<file path="src/hdl/acsc_pkg.sv">
// ----------------------------------------------------------------------------
// acsc_pkg: alarm clock setting controller shared definitions
// mode codes, field widths, payload structs and the flash pattern table
// ----------------------------------------------------------------------------
`default_nettype none

package acsc_pkg;

  localparam int unsigned MODE_W  = 3;
  localparam int unsigned HOURS_W = 5;
  localparam int unsigned MIN_W   = 6;
  localparam int unsigned IDLE_W  = 16;
  localparam int unsigned DIGIT_W = 2;
  localparam int unsigned POINT_W = 4;

  // mode codes
  localparam logic [MODE_W-1:0] MODE_UNCONF  = 3'd0;
  localparam logic [MODE_W-1:0] MODE_SHOW    = 3'd1;
  localparam logic [MODE_W-1:0] MODE_ADJ_MIN = 3'd2;
  localparam logic [MODE_W-1:0] MODE_ADJ_HR  = 3'd3;
  localparam logic [MODE_W-1:0] MODE_ALM_MIN = 3'd4;
  localparam logic [MODE_W-1:0] MODE_ALM_HR  = 3'd5;

  localparam logic [MIN_W-1:0]   MAX_MINUTES      = 6'd59;
  localparam logic [HOURS_W-1:0] MAX_HOURS        = 5'd23;
  localparam logic [IDLE_W-1:0]  IDLE_LIMIT_RESET = 16'd30000;

  typedef struct packed {
    logic               key_accept;
    logic               key_cancel;
    logic               key_set_time;
    logic               key_set_alarm;
    logic               key_up;
    logic               key_down;
    logic               clock_valid;
    logic               alarm_ringing;
    logic [HOURS_W-1:0] now_hours;
    logic [MIN_W-1:0]   now_minutes;
  } tick_t;

  typedef struct packed {
    logic [DIGIT_W-1:0] flash_first;
    logic [DIGIT_W-1:0] flash_last;
    logic               flash_on;
    logic [POINT_W-1:0] point_flash_mask;
  } flash_t;

  typedef struct packed {
    logic [MODE_W-1:0]  mode_now;
    logic [HOURS_W-1:0] adj_hours;
    logic [MIN_W-1:0]   adj_minutes;
    logic               write_time;
    logic               write_alarm;
    logic               snooze;
    logic               finish_alarm;
    flash_t             flash;
  } result_t;

  function automatic flash_t flash_of(input logic [MODE_W-1:0] mode);
    flash_t f;
    case (mode)
      MODE_UNCONF:  f = '{2'd0, 2'd3, 1'b1, 4'h2};
      MODE_ADJ_MIN: f = '{2'd2, 2'd3, 1'b1, 4'h0};
      MODE_ADJ_HR:  f = '{2'd0, 2'd1, 1'b1, 4'h0};
      MODE_ALM_MIN: f = '{2'd2, 2'd3, 1'b1, 4'hF};
      MODE_ALM_HR:  f = '{2'd0, 2'd1, 1'b1, 4'hF};
      default:      f = '{2'd0, 2'd0, 1'b0, 4'h0};
    endcase
    return f;
  endfunction

endpackage

`default_nettype wire

</file>
<file path="src/hdl/acsc_if.sv">
// ----------------------------------------------------------------------------
// acsc_if: channel interfaces of the alarm clock setting controller
// tick request channel, result channel and idle limit write channel
// ----------------------------------------------------------------------------
`default_nettype none

interface acsc_tick_if;
  logic       valid;
  logic       ready;
  logic       key_accept;
  logic       key_cancel;
  logic       key_set_time;
  logic       key_set_alarm;
  logic       key_up;
  logic       key_down;
  logic       clock_valid;
  logic       alarm_ringing;
  logic [4:0] now_hours;
  logic [5:0] now_minutes;

  modport source (
    output valid, key_accept, key_cancel, key_set_time, key_set_alarm, key_up,
           key_down, clock_valid, alarm_ringing, now_hours, now_minutes,
    input  ready
  );
  modport sink (
    input  valid, key_accept, key_cancel, key_set_time, key_set_alarm, key_up,
           key_down, clock_valid, alarm_ringing, now_hours, now_minutes,
    output ready
  );
endinterface

interface acsc_result_if;
  logic       valid;
  logic       ready;
  logic [2:0] mode_now;
  logic [4:0] adj_hours;
  logic [5:0] adj_minutes;
  logic       write_time;
  logic       write_alarm;
  logic       snooze;
  logic       finish_alarm;
  logic [1:0] flash_first;
  logic [1:0] flash_last;
  logic       flash_on;
  logic [3:0] point_flash_mask;

  modport source (
    output valid, mode_now, adj_hours, adj_minutes, write_time, write_alarm,
           snooze, finish_alarm, flash_first, flash_last, flash_on,
           point_flash_mask,
    input  ready
  );
  modport sink (
    input  valid, mode_now, adj_hours, adj_minutes, write_time, write_alarm,
           snooze, finish_alarm, flash_first, flash_last, flash_on,
           point_flash_mask,
    output ready
  );
endinterface

interface acsc_cfg_if;
  logic        valid;
  logic        ready;
  logic [15:0] data;

  modport source (output valid, data, input ready);
  modport sink (input valid, data, output ready);
endinterface

`default_nettype wire

</file>
<file path="src/hdl/acsc_in_stage.sv">
// ----------------------------------------------------------------------------
// acsc_in_stage: tick input register
// holds one tick request until the step logic takes it
// ----------------------------------------------------------------------------
`default_nettype none

module acsc_in_stage
  import acsc_pkg::*;
(
  input  wire logic  clk_i,
  input  wire logic  rst_ni,
  acsc_tick_if.sink  in_i,
  input  wire logic  take_i,
  output logic       valid_o,
  output tick_t      tick_o
);

  logic  valid_q, valid_d;
  tick_t tick_q;
  logic  load;

  // refill when empty or when the held tick leaves this cycle
  assign in_i.ready = !valid_q || take_i;
  assign load       = in_i.valid && in_i.ready;
  assign valid_d    = load ? 1'b1 : (take_i ? 1'b0 : valid_q);

  always_ff @(posedge clk_i or negedge rst_ni) begin
    if (!rst_ni) begin
      valid_q <= 1'b0;
    end else begin
      valid_q <= valid_d;
    end
  end

  always_ff @(posedge clk_i) begin
    if (load) begin
      tick_q <= '{in_i.key_accept, in_i.key_cancel, in_i.key_set_time,
                  in_i.key_set_alarm, in_i.key_up, in_i.key_down,
                  in_i.clock_valid, in_i.alarm_ringing, in_i.now_hours,
                  in_i.now_minutes};
    end
  end

  assign valid_o = valid_q;
  assign tick_o  = tick_q;

endmodule

`default_nettype wire

</file>
<file path="src/hdl/acsc_step.sv">
// ----------------------------------------------------------------------------
// acsc_step: key handling and controller state
// applies one tick to mode, working time, alarm copy and idle counter
// ----------------------------------------------------------------------------
`default_nettype none

module acsc_step
  import acsc_pkg::*;
(
  input  wire logic              clk_i,
  input  wire logic              rst_ni,
  input  wire logic              fire_i,
  input  wire tick_t             tick_i,
  input  wire logic [IDLE_W-1:0] idle_limit_i,
  output result_t                result_o
);

  logic [MODE_W-1:0]  mode_q, mode_d;
  logic [HOURS_W-1:0] work_hours_q, work_hours_d;
  logic [MIN_W-1:0]   work_minutes_q, work_minutes_d;
  logic [HOURS_W-1:0] alarm_hours_q, alarm_hours_d;
  logic [MIN_W-1:0]   alarm_minutes_q, alarm_minutes_d;
  logic [IDLE_W-1:0]  idle_q, idle_d;

  always_comb begin
    logic               clk_ok;
    logic               ringing;
    logic               any_key;
    logic               wt, wa, snz, fin;
    logic [MODE_W-1:0]  mode;
    logic [HOURS_W-1:0] wh;
    logic [MIN_W-1:0]   wm;
    logic [IDLE_W-1:0]  idle_inc;

    clk_ok          = tick_i.clock_valid;
    ringing         = tick_i.alarm_ringing;
    wt              = 1'b0;
    wa              = 1'b0;
    snz             = 1'b0;
    fin             = 1'b0;
    mode            = mode_q;
    wh              = work_hours_q;
    wm              = work_minutes_q;
    alarm_hours_d   = alarm_hours_q;
    alarm_minutes_d = alarm_minutes_q;
    any_key = tick_i.key_accept || tick_i.key_cancel || tick_i.key_set_time ||
              tick_i.key_set_alarm || tick_i.key_up || tick_i.key_down;

    if (tick_i.key_accept) begin
      if (ringing) begin
        snz     = 1'b1;
        ringing = 1'b0;
      end
      case (mode)
        MODE_ADJ_MIN: mode = MODE_ADJ_HR;
        MODE_ADJ_HR: begin
          wt     = 1'b1;
          clk_ok = 1'b1;
          mode   = MODE_SHOW;
        end
        MODE_ALM_MIN: mode = MODE_ALM_HR;
        MODE_ALM_HR: begin
          wa              = 1'b1;
          alarm_hours_d   = wh;
          alarm_minutes_d = wm;
          mode            = clk_ok ? MODE_SHOW : MODE_UNCONF;
        end
        default: ;
      endcase
    end
    if (tick_i.key_cancel) begin
      if (ringing) begin
        fin = 1'b1;
      end
      mode = clk_ok ? MODE_SHOW : MODE_UNCONF;
    end
    if (tick_i.key_set_time) begin
      mode = MODE_ADJ_MIN;
      wh   = tick_i.now_hours;
      wm   = tick_i.now_minutes;
    end
    if (tick_i.key_set_alarm) begin
      mode = MODE_ALM_MIN;
      wh   = alarm_hours_d;
      wm   = alarm_minutes_d;
    end
    if (tick_i.key_up) begin
      if (mode == MODE_ADJ_MIN || mode == MODE_ALM_MIN) begin
        wm = (wm >= MAX_MINUTES) ? '0 : wm + 1'b1;
      end else if (mode == MODE_ADJ_HR || mode == MODE_ALM_HR) begin
        wh = (wh >= MAX_HOURS) ? '0 : wh + 1'b1;
      end
    end
    if (tick_i.key_down) begin
      if (mode == MODE_ADJ_MIN || mode == MODE_ALM_MIN) begin
        wm = (wm == '0) ? MAX_MINUTES : wm - 1'b1;
      end else if (mode == MODE_ADJ_HR || mode == MODE_ALM_HR) begin
        wh = (wh == '0) ? MAX_HOURS : wh - 1'b1;
      end
    end

    // idle timeout: any key restarts the count, the add wraps at 16 bits
    idle_inc = any_key ? IDLE_W'(1) : idle_q + 1'b1;
    idle_d   = idle_inc;
    if (idle_inc >= idle_limit_i) begin
      idle_d = '0;
      if (mode >= MODE_ADJ_MIN && mode <= MODE_ALM_HR) begin
        mode = clk_ok ? MODE_SHOW : MODE_UNCONF;
      end
    end

    mode_d         = mode;
    work_hours_d   = wh;
    work_minutes_d = wm;

    result_o = '{mode, wh, wm, wt, wa, snz, fin, flash_of(mode)};
  end

  always_ff @(posedge clk_i or negedge rst_ni) begin
    if (!rst_ni) begin
      mode_q          <= MODE_UNCONF;
      work_hours_q    <= '0;
      work_minutes_q  <= '0;
      alarm_hours_q   <= '0;
      alarm_minutes_q <= '0;
      idle_q          <= '0;
    end else if (fire_i) begin
      mode_q          <= mode_d;
      work_hours_q    <= work_hours_d;
      work_minutes_q  <= work_minutes_d;
      alarm_hours_q   <= alarm_hours_d;
      alarm_minutes_q <= alarm_minutes_d;
      idle_q          <= idle_d;
    end
  end

endmodule

`default_nettype wire

</file>
<file path="src/hdl/acsc_out_stage.sv">
// ----------------------------------------------------------------------------
// acsc_out_stage: result register
// holds one result until the downstream side takes it
// ----------------------------------------------------------------------------
`default_nettype none

module acsc_out_stage
  import acsc_pkg::*;
(
  input  wire logic     clk_i,
  input  wire logic     rst_ni,
  input  wire logic     load_i,
  input  wire result_t  result_i,
  output logic          free_o,
  acsc_result_if.source out_o
);

  logic    valid_q, valid_d;
  result_t res_q;

  assign free_o  = !valid_q || out_o.ready;
  assign valid_d = load_i ? 1'b1 : (out_o.ready ? 1'b0 : valid_q);

  always_ff @(posedge clk_i or negedge rst_ni) begin
    if (!rst_ni) begin
      valid_q <= 1'b0;
    end else begin
      valid_q <= valid_d;
    end
  end

  always_ff @(posedge clk_i) begin
    if (load_i) begin
      res_q <= result_i;
    end
  end

  assign out_o.valid            = valid_q;
  assign out_o.mode_now         = res_q.mode_now;
  assign out_o.adj_hours        = res_q.adj_hours;
  assign out_o.adj_minutes      = res_q.adj_minutes;
  assign out_o.write_time       = res_q.write_time;
  assign out_o.write_alarm      = res_q.write_alarm;
  assign out_o.snooze           = res_q.snooze;
  assign out_o.finish_alarm     = res_q.finish_alarm;
  assign out_o.flash_first      = res_q.flash.flash_first;
  assign out_o.flash_last       = res_q.flash.flash_last;
  assign out_o.flash_on         = res_q.flash.flash_on;
  assign out_o.point_flash_mask = res_q.flash.point_flash_mask;

endmodule

`default_nettype wire

</file>
<file path="src/hdl/alarm_clock_setting_controller_unit.sv">
// ----------------------------------------------------------------------------
// alarm_clock_setting_controller_unit: alarm clock setting controller
// key-driven mode control for setting the clock time and the alarm time
// ----------------------------------------------------------------------------
// Each tick request carries six key flags plus the clock's validity, ringing
// flag and current time, and produces exactly one result: the mode after the
// tick, the working hour and minute, one-tick strobes for time write, alarm
// write, snooze and finish, and the display flash pattern of the mode. A tick
// goes through an input register, one pass of key logic against the state
// registers, and a result register, so the block takes one tick per clock
// while results are drained; a result is offered once its tick has passed
// both registers. A full, undrained result register stalls the input after
// one more tick. The user must write the idle limit (configuration channel,
// reset 30000) only while no tick is in flight; the block does not enforce it.
`default_nettype none

module alarm_clock_setting_controller_unit
  import acsc_pkg::*;
(
  input  wire logic     clk_i,
  input  wire logic     rst_ni,
  acsc_tick_if.sink     in_i,
  acsc_cfg_if.sink      cfg_i,
  acsc_result_if.source out_o
);

  logic              in_valid;
  tick_t             tick;
  logic              out_free;
  logic              fire;
  result_t           result;
  logic [IDLE_W-1:0] idle_limit_q;

  // idle limit register, always ready for a write
  assign cfg_i.ready = 1'b1;

  always_ff @(posedge clk_i or negedge rst_ni) begin
    if (!rst_ni) begin
      idle_limit_q <= IDLE_LIMIT_RESET;
    end else if (cfg_i.valid) begin
      idle_limit_q <= cfg_i.data;
    end
  end

  // a held tick is processed when the result register can take its result
  assign fire = in_valid && out_free;

  acsc_in_stage u_in_stage (
    .clk_i   (clk_i),
    .rst_ni  (rst_ni),
    .in_i    (in_i),
    .take_i  (fire),
    .valid_o (in_valid),
    .tick_o  (tick)
  );

  // key handling plus mode, working time, alarm copy and idle state
  acsc_step u_step (
    .clk_i        (clk_i),
    .rst_ni       (rst_ni),
    .fire_i       (fire),
    .tick_i       (tick),
    .idle_limit_i (idle_limit_q),
    .result_o     (result)
  );

  acsc_out_stage u_out_stage (
    .clk_i    (clk_i),
    .rst_ni   (rst_ni),
    .load_i   (fire),
    .result_i (result),
    .free_o   (out_free),
    .out_o    (out_o)
  );

endmodule

`default_nettype wire

</file>
<file path="src/flat_wrapper.sv">
// flat-port wrapper written by rule: the top's interface ports become plain ports
module alarm_clock_setting_controller_unit_flat import acsc_pkg::*;
  (clk_i, rst_ni, in_i_valid, in_i_key_accept, in_i_key_cancel, in_i_key_set_time, in_i_key_set_alarm, in_i_key_up, in_i_key_down, in_i_clock_valid, in_i_alarm_ringing, in_i_now_hours, in_i_now_minutes, in_i_ready, cfg_i_valid, cfg_i_data, cfg_i_ready, out_o_valid, out_o_mode_now, out_o_adj_hours, out_o_adj_minutes, out_o_write_time, out_o_write_alarm, out_o_snooze, out_o_finish_alarm, out_o_flash_first, out_o_flash_last, out_o_flash_on, out_o_point_flash_mask, out_o_ready);
  acsc_tick_if in_i_i ();
  acsc_cfg_if cfg_i_i ();
  acsc_result_if out_o_i ();
  input  wire logic clk_i;
  input  wire logic rst_ni;
  input wire logic [$bits(in_i_i.valid)-1:0] in_i_valid;
  input wire logic [$bits(in_i_i.key_accept)-1:0] in_i_key_accept;
  input wire logic [$bits(in_i_i.key_cancel)-1:0] in_i_key_cancel;
  input wire logic [$bits(in_i_i.key_set_time)-1:0] in_i_key_set_time;
  input wire logic [$bits(in_i_i.key_set_alarm)-1:0] in_i_key_set_alarm;
  input wire logic [$bits(in_i_i.key_up)-1:0] in_i_key_up;
  input wire logic [$bits(in_i_i.key_down)-1:0] in_i_key_down;
  input wire logic [$bits(in_i_i.clock_valid)-1:0] in_i_clock_valid;
  input wire logic [$bits(in_i_i.alarm_ringing)-1:0] in_i_alarm_ringing;
  input wire logic [$bits(in_i_i.now_hours)-1:0] in_i_now_hours;
  input wire logic [$bits(in_i_i.now_minutes)-1:0] in_i_now_minutes;
  output wire logic [$bits(in_i_i.ready)-1:0] in_i_ready;
  input wire logic [$bits(cfg_i_i.valid)-1:0] cfg_i_valid;
  input wire logic [$bits(cfg_i_i.data)-1:0] cfg_i_data;
  output wire logic [$bits(cfg_i_i.ready)-1:0] cfg_i_ready;
  output wire logic [$bits(out_o_i.valid)-1:0] out_o_valid;
  output wire logic [$bits(out_o_i.mode_now)-1:0] out_o_mode_now;
  output wire logic [$bits(out_o_i.adj_hours)-1:0] out_o_adj_hours;
  output wire logic [$bits(out_o_i.adj_minutes)-1:0] out_o_adj_minutes;
  output wire logic [$bits(out_o_i.write_time)-1:0] out_o_write_time;
  output wire logic [$bits(out_o_i.write_alarm)-1:0] out_o_write_alarm;
  output wire logic [$bits(out_o_i.snooze)-1:0] out_o_snooze;
  output wire logic [$bits(out_o_i.finish_alarm)-1:0] out_o_finish_alarm;
  output wire logic [$bits(out_o_i.flash_first)-1:0] out_o_flash_first;
  output wire logic [$bits(out_o_i.flash_last)-1:0] out_o_flash_last;
  output wire logic [$bits(out_o_i.flash_on)-1:0] out_o_flash_on;
  output wire logic [$bits(out_o_i.point_flash_mask)-1:0] out_o_point_flash_mask;
  input wire logic [$bits(out_o_i.ready)-1:0] out_o_ready;
  assign in_i_i.valid = in_i_valid;
  assign in_i_i.key_accept = in_i_key_accept;
  assign in_i_i.key_cancel = in_i_key_cancel;
  assign in_i_i.key_set_time = in_i_key_set_time;
  assign in_i_i.key_set_alarm = in_i_key_set_alarm;
  assign in_i_i.key_up = in_i_key_up;
  assign in_i_i.key_down = in_i_key_down;
  assign in_i_i.clock_valid = in_i_clock_valid;
  assign in_i_i.alarm_ringing = in_i_alarm_ringing;
  assign in_i_i.now_hours = in_i_now_hours;
  assign in_i_i.now_minutes = in_i_now_minutes;
  assign in_i_ready = in_i_i.ready;
  assign cfg_i_i.valid = cfg_i_valid;
  assign cfg_i_i.data = cfg_i_data;
  assign cfg_i_ready = cfg_i_i.ready;
  assign out_o_valid = out_o_i.valid;
  assign out_o_mode_now = out_o_i.mode_now;
  assign out_o_adj_hours = out_o_i.adj_hours;
  assign out_o_adj_minutes = out_o_i.adj_minutes;
  assign out_o_write_time = out_o_i.write_time;
  assign out_o_write_alarm = out_o_i.write_alarm;
  assign out_o_snooze = out_o_i.snooze;
  assign out_o_finish_alarm = out_o_i.finish_alarm;
  assign out_o_flash_first = out_o_i.flash_first;
  assign out_o_flash_last = out_o_i.flash_last;
  assign out_o_flash_on = out_o_i.flash_on;
  assign out_o_point_flash_mask = out_o_i.point_flash_mask;
  assign out_o_i.ready = out_o_ready;
  alarm_clock_setting_controller_unit u_core (.clk_i(clk_i), .rst_ni(rst_ni), .in_i(in_i_i), .cfg_i(cfg_i_i), .out_o(out_o_i));
endmodule
</file>
<file path="config.mk">
export PLATFORM = sky130hd
export DESIGN_NAME = alarm_clock_setting_controller_unit_flat
export DESIGN_NICKNAME = d
export VERILOG_FILES = /design/src/hdl/acsc_pkg.sv /design/src/hdl/acsc_if.sv /design/src/hdl/acsc_in_stage.sv /design/src/hdl/acsc_step.sv /design/src/hdl/acsc_out_stage.sv /design/src/hdl/alarm_clock_setting_controller_unit.sv /design/src/flat_wrapper.sv
export SDC_FILE = /design/constraint.sdc
export NUM_CORES = 1
export LEC_CHECK = 0
export BUFFER_PORTS_ARGS = -buffer_cell sky130_fd_sc_hd__buf_4
export CORE_AREA = 2 2 114 127
export CTS_CLUSTER_SIZE = 25
export DETAILED_ROUTE_END_ITERATION = 12
export DIE_AREA = 0 0 116 129
export HOLD_SLACK_MARGIN = 0.08
export PLACE_DENSITY = 0.61
export SYNTH_ARGS = -nofsm -noshare
export SYNTH_HDL_FRONTEND = slang
export SYNTH_SLANG_ARGS = --single-unit
</file>
<file path="constraint.sdc">
create_clock -name clk_i -period 9.4 [get_ports clk_i]
set_clock_uncertainty 0.05 [all_clocks]
set_input_delay 0.94 -clock clk_i [delete_from_list [all_inputs] [get_ports clk_i]]
set_output_delay 0.94 -clock clk_i [all_outputs]
set_load 0.1 [all_outputs]
</file>
Word-level counts from Yosys, hierarchy flattened
Cells that the tools add are included.
{"block": "classes", "add_sub_neg": 5, "magnitude_cmp": 5, "eq_ne": 12, "muxes": 45, "reduce_logical": 19}
{"cell": "2-to-1 mux 5 bit", "count": 12}
{"cell": "2-to-1 mux 6 bit", "count": 10}
{"cell": "one-hot mux 9 bit (5 select lines)", "count": 1}
{"cell": "2-to-1 mux 16 bit", "count": 2}
{"cell": "equality test 3 x 2 -> 1 bit, second input constant", "count": 6}
{"cell": "equality test 3 bit, second input constant", "count": 6}
{"cell": "2-to-1 mux 3 bit", "count": 6}
{"cell": "adder 16 x 1 -> 16 bit, second input constant", "count": 1}
{"cell": "greater-or-equal comparator 16 bit", "count": 1}
{"cell": "2-to-1 mux 1 bit", "count": 13}
{"cell": "one-hot mux 3 bit (4 select lines)", "count": 1}
{"cell": "logical OR 1 bit", "count": 9}
{"cell": "adder 6 x 1 -> 6 bit, second input constant", "count": 1}
{"cell": "greater-or-equal comparator 6 bit, second input constant", "count": 1}
{"cell": "zero test 6 bit", "count": 1}
{"cell": "subtractor 6 x 1 -> 6 bit, second input constant", "count": 1}
{"cell": "adder 5 x 1 -> 5 bit, second input constant", "count": 1}
{"cell": "greater-or-equal comparator 5 bit, second input constant", "count": 1}
{"cell": "zero test 5 bit", "count": 1}
{"cell": "subtractor 5 x 1 -> 5 bit, second input constant", "count": 1}
{"cell": "nonzero test 2 bit", "count": 2}
{"cell": "greater-or-equal comparator 3 x 2 -> 1 bit, second input constant", "count": 1}
{"cell": "<= comparator 3 bit, second input constant", "count": 1}
{"cell": "logical AND 1 bit", "count": 3}
{"cell": "2 further kinds", "count": 3}
{"block": "totals", "regBits": 105, "output_inout_bits": 30}

Depth between registers and ports, before layout
{"block": "depth", "ltp_word": 17, "ltp_mapped": 19, "mapped_depth_nobuf": 17}

Hierarchy
A second synthesis with hierarchy kept.
{"block": "hier_totals", "hier_cells": 601, "hier_area_um2": 6213.5}
{"mod": "acsc_step", "instances": 1, "cells_each": 511, "area_per_inst_um2": 4055.1, "seq_area_each_um2": 1026.0}
{"mod": "acsc_out_stage", "instances": 1, "cells_each": 30, "area_per_inst_um2": 858.3, "seq_area_each_um2": 835.8}
{"mod": "alarm_clock_setting_controller_unit", "instances": 1, "cells_each": 37, "area_per_inst_um2": 675.6, "seq_area_each_um2": 409.1}
{"mod": "acsc_in_stage", "instances": 1, "cells_each": 23, "area_per_inst_um2": 624.3, "seq_area_each_um2": 595.6}

Worst setup path after synthesis
OpenSTA, ideal clock, no wires.
{"block": "synth_path", "path_type": "reg-to-reg", "start": "register u_core.u_step.mode_q[1]", "end": "register u_core.u_out_stage.res_q, in the netlist u_core.u_out_stage.out_o.adj_minutes[3] (data pin)", "arrival_ps": 3204, "required_ps": 9088, "slack_ps": 5884, "stages_incl_launch_ff": 18, "period_less_slack_ps": 3516, "path_cell_list": "dfrtp_1 buf_4 nand4b_4 inv_4 buf_4 o22ai_1 a21oi_1 inv_1 ha_1 nor3_1 o311ai_0 o21ai_0 inv_1 ha_1 o21a_1 a21bo_2 a21boi_1 nor2_1"}
{"item": "start: declaration", "line": "acsc_step.sv:18", "text": "logic [MODE_W-1:0] mode_q, mode_d;"}
{"item": "start signal: assignment", "line": "acsc_step.sv:128", "text": "mode_q <= mode_d;"}
{"item": "end signal: assignment", "line": "acsc_out_stage.sv:34", "text": "res_q <= result_i;"}
{"item": "end: declaration", "line": "acsc_out_stage.sv:19", "text": "result_t res_q;"}

==> run_results.csv <==
group,metric,value,unit
route,drt_iter0_drc,325,
yosys,synth_warnings,0,
pwr,p_clk_share,25.2,%
setup_path,worst_path_dominant_cell_family,"compound AO/OA/AOI/OAI gates",
timing,hold_ws,0.439,ns
pwr,total_power,1.47,mW
grt,grt_max_degree,60,
worst_hold_path,hp-class,"flip-flop to flip-flop",
timing,post-route-period-util,45.0,%
grt,grt.overflow.total,0,
setup_path,end_kind,"flip-flop",
yosys,yosys-top-cells-area,"dfrtp_1 (22%), edfxtp_1 (22%), nand2_1 (5.6%)",
pwr,powerDensity,219,nW/um^2
yosys,syn-cell-area,5790,um^2
route,routed_wl,12400,um
setup_path,startpoint_type,"flip-flop",
grt,grtUsageTotal,17.7,%
cts,cts_root_buffer,"clkbuf_16",
setup_path,path_class,"flip-flop to flip-flop",
yosys,synth-seq-cells,101,
setup_path,critPathMaxFanout,25,
cts,clk_pin_slew,0.07,ns
setup_path,max_stage_delay,0.73,ns
die,fp.dieW,116,um
cts,cts_setup_buffers,0,
setup_path,slowest_stage,"edfxtp_1",
route,vias,4416,
setup_path,r2r-start,"u_core.u_in_stage.tick_o[16]",
timing,slew_headroom,34.0,%
setup_path,worstPathArrival,4.31,ns
timing,setup_tns,0,ns
cts,h-tree-depth,3,
worst_hold_path,min_from,"u_core.u_step.alarm_hours_q[1]",
yosys,netlist_instances,586,
pwr,ir_drop,0.114,mV
setup_path,startpoint,"u_core.u_in_stage.tick_o[16]",
yosys,synth_edf_count,42,
final_layout,nets,702,
grt,antenna_found_initial,0,
timing,hold_violations,0,
setup_path,worst-path-buf-inv,1,
yosys,seq_area_frac_synth,47.4,%
cts,clock_latency,0.35,ns
pwr,leakagePower,2.96,nW
die,core-area,13600,um^2
cts,cts_buffers,9,
final_layout,syn_to_final_growth,15.8,%
timing,final_max_slew_viol_count,0,
yosys,synth_top_area_cell,"dfrtp_1",
timing,setup_viol,0,
grt,grt_pass1_vias,4096,
die,start_util,42.5,%
pwr,p_seq_share,40.8,%
place,placed_cells,816,
place,hpwl,8760,um
grt,grt_pass1_wl,20500,um
route,first_pass_iters,4,
setup_path,cp_cell_sequence,"nor2_1 > nand2_1 > nor2_1 > ha_1 > a21o_1 > a21o_1 > a21oi_1 > o21ai_0 > a21oi_1 > buf_4 > o22ai_1 > a2111oi_0",
pwr,comb_power_share,34.1,%
timing,period_needed,4.23,ns
die,io_pins,70,
final_layout,final_core_util,49.2,%
cts,cts.sink_count,101,
route,routed_via_density,5.31,
yosys,ys_async_sr_fraction,58.4,%
yosys,synth_cell_types,75,
pwr,p_int,0.927,mW
place,io_buffers,67,
yosys,avgSynthCellArea,9.89,um^2
timing,worst_pin_slew,0.990,ns
cts,tritoncts,"yes",
timing,fmax,237,MHz
cts,cts_resized,0,
yosys,synth_common_cells,"nand2_1 (86), dfrtp_1 (52), edfxtp_1 (42)",
final_layout,stdcell_count,832,
yosys,ys.flop_type,"dfrtp_1",
route,ant_nets,0,
final_layout,nFillCells,1253,
final_layout,drive_above_1_share,19.9,%
die,die_h,129,um
yosys,synth_top_area_share,22.5,%
setup_path,required,9.48,ns
cts,cts_hold_buf,0,
pwr,power_switching,0.544,mW
timing,rsz0062_at_grt,"no",
route,wl_per_cell,14.9,um
final_layout,diodes,0,
yosys,syn_nets,649,
place,gp_congestion,0.883,
route,drcViolationCount,0,
job,maxCapViolations,0,
cts,clockBufferDepth,2,
die,rows,45,
yosys,yosysMostFrequentCell,"nand2_1",
pwr,swShare,37.0,%
run_status,status,"finished clean",
die,die_area,15000,um^2
[power by group through the flow]
stage               Clock [mW]  Sequential [mW]  Combinational (mW)
floorplan                    0            0.693               0.297
global placement             0            0.606               0.494
detailed placement           0            0.607               0.500
CTS                      0.383            0.599               0.503
global route             0.403            0.608               0.546
finish                   0.370            0.599               0.501
[state kept, by name (all words and copies together), names as in the netlist, 6 cells and up]
name                                  cells
u_core.u_step.work_minutes_q              6
u_core.u_step.alarm_minutes_q             6
u_core.u_out_stage.out_o.adj_minutes      6
u_core.u_in_stage.tick_o                 19
u_core.idle_limit_q                      16
u_core.u_step.idle_q                     16
[metrics by stage]
step | instance area [um^2] | setup slack [ns]
detailed placement | 6420 | 5.24
floorplan | 5790 | 5.88
global placement | 6420 | 5.30
CTS | 6710 | 5.22
global route | 6710 | 4.80
finish | 6710 | 5.17
[final timing paths]
check | cells past startpoint | to | slack (ns)
worst max-delay path | 12 | u_core.u_out_stage.out_o.flash_first[1] | 5.17
min in group asynchronous | 1 | u_core.idle_limit_q[15] | 0.61
worst min-delay path | 2 | u_core.u_step.alarm_hours_q[1] | 0.44
worst min register to register | 2 | u_core.u_step.alarm_hours_q[1] | 0.44
max in group asynchronous | 1 | u_core.u_step.work_minutes_q[1] | 8.14
worst max register to register | 12 | u_core.u_out_stage.out_o.flash_first[1] | 5.17
[cell usage in the layout, fill, tap and decap left out, drive strengths merged, types with 5 or more instances in the layout]
cell type and instances:
clkinv 6, a21oi 18, nor2b 6, and3 17, clkbuf 10, edfxtp 42, a21o 10, nand3 20
ha 23, o22ai 10, nand2b 6, o21ai 36, mux2 20, a31oi 8, nand2 86, xor2 10
nand4 6, o21a 5, buf 70, or3 5, nor2 40, xnor2 6, mux2i 13, nor3 9
dfstp 7, dfrtp 52, and2 12, inv 27, a211oi 6
[layout make-up]
type / instances / area, um^2 / share of cell area [%]
Timing Repair Buffer: 70 / 526 / 7.83
Tap cell: 188 / 235 / 3.51
Clock buffer: 10 / 239 / 3.56
Multi-Input combinational cell: 429 / 2800 / 41.8
Inverter: 28 / 108 / 1.60
Clock inverter: 6 / 52.6 / 0.783
Sequential cell: 101 / 2750 / 40.9
[worst min-delay path, stage by stage, from the launching register on]
cell and delay (ns):
dfrtp_1 0.34, nand2_1 0.04, o21ai_0 0.07
[cell families (layout without fill, tap and decap cells)]
family	Yosys count	count (layout)	share of synthesized area, %
simple gates	227	227	19.4
fa+ha+maj	24	24	5.14
other cells	2	2	0.130
compound gates	127	127	15.1
flops	101	101	47.4
buf+inv	56	114	4.23
mux	33	33	6.20
xor+xnor	16	16	2.42
[routing by layer]
layer	share of wire, %	wire length [um]	vias to the layer above	GRT usage (%)
li1	-	-	2216	-
met5	0	0	-	0
met1	48	5940	2094	24.8
met2	46	5730	90	26.7
met4	2.3	285	0	8.12
met3	3.7	460	16	2.97
(Power assumes the default switching activity.)
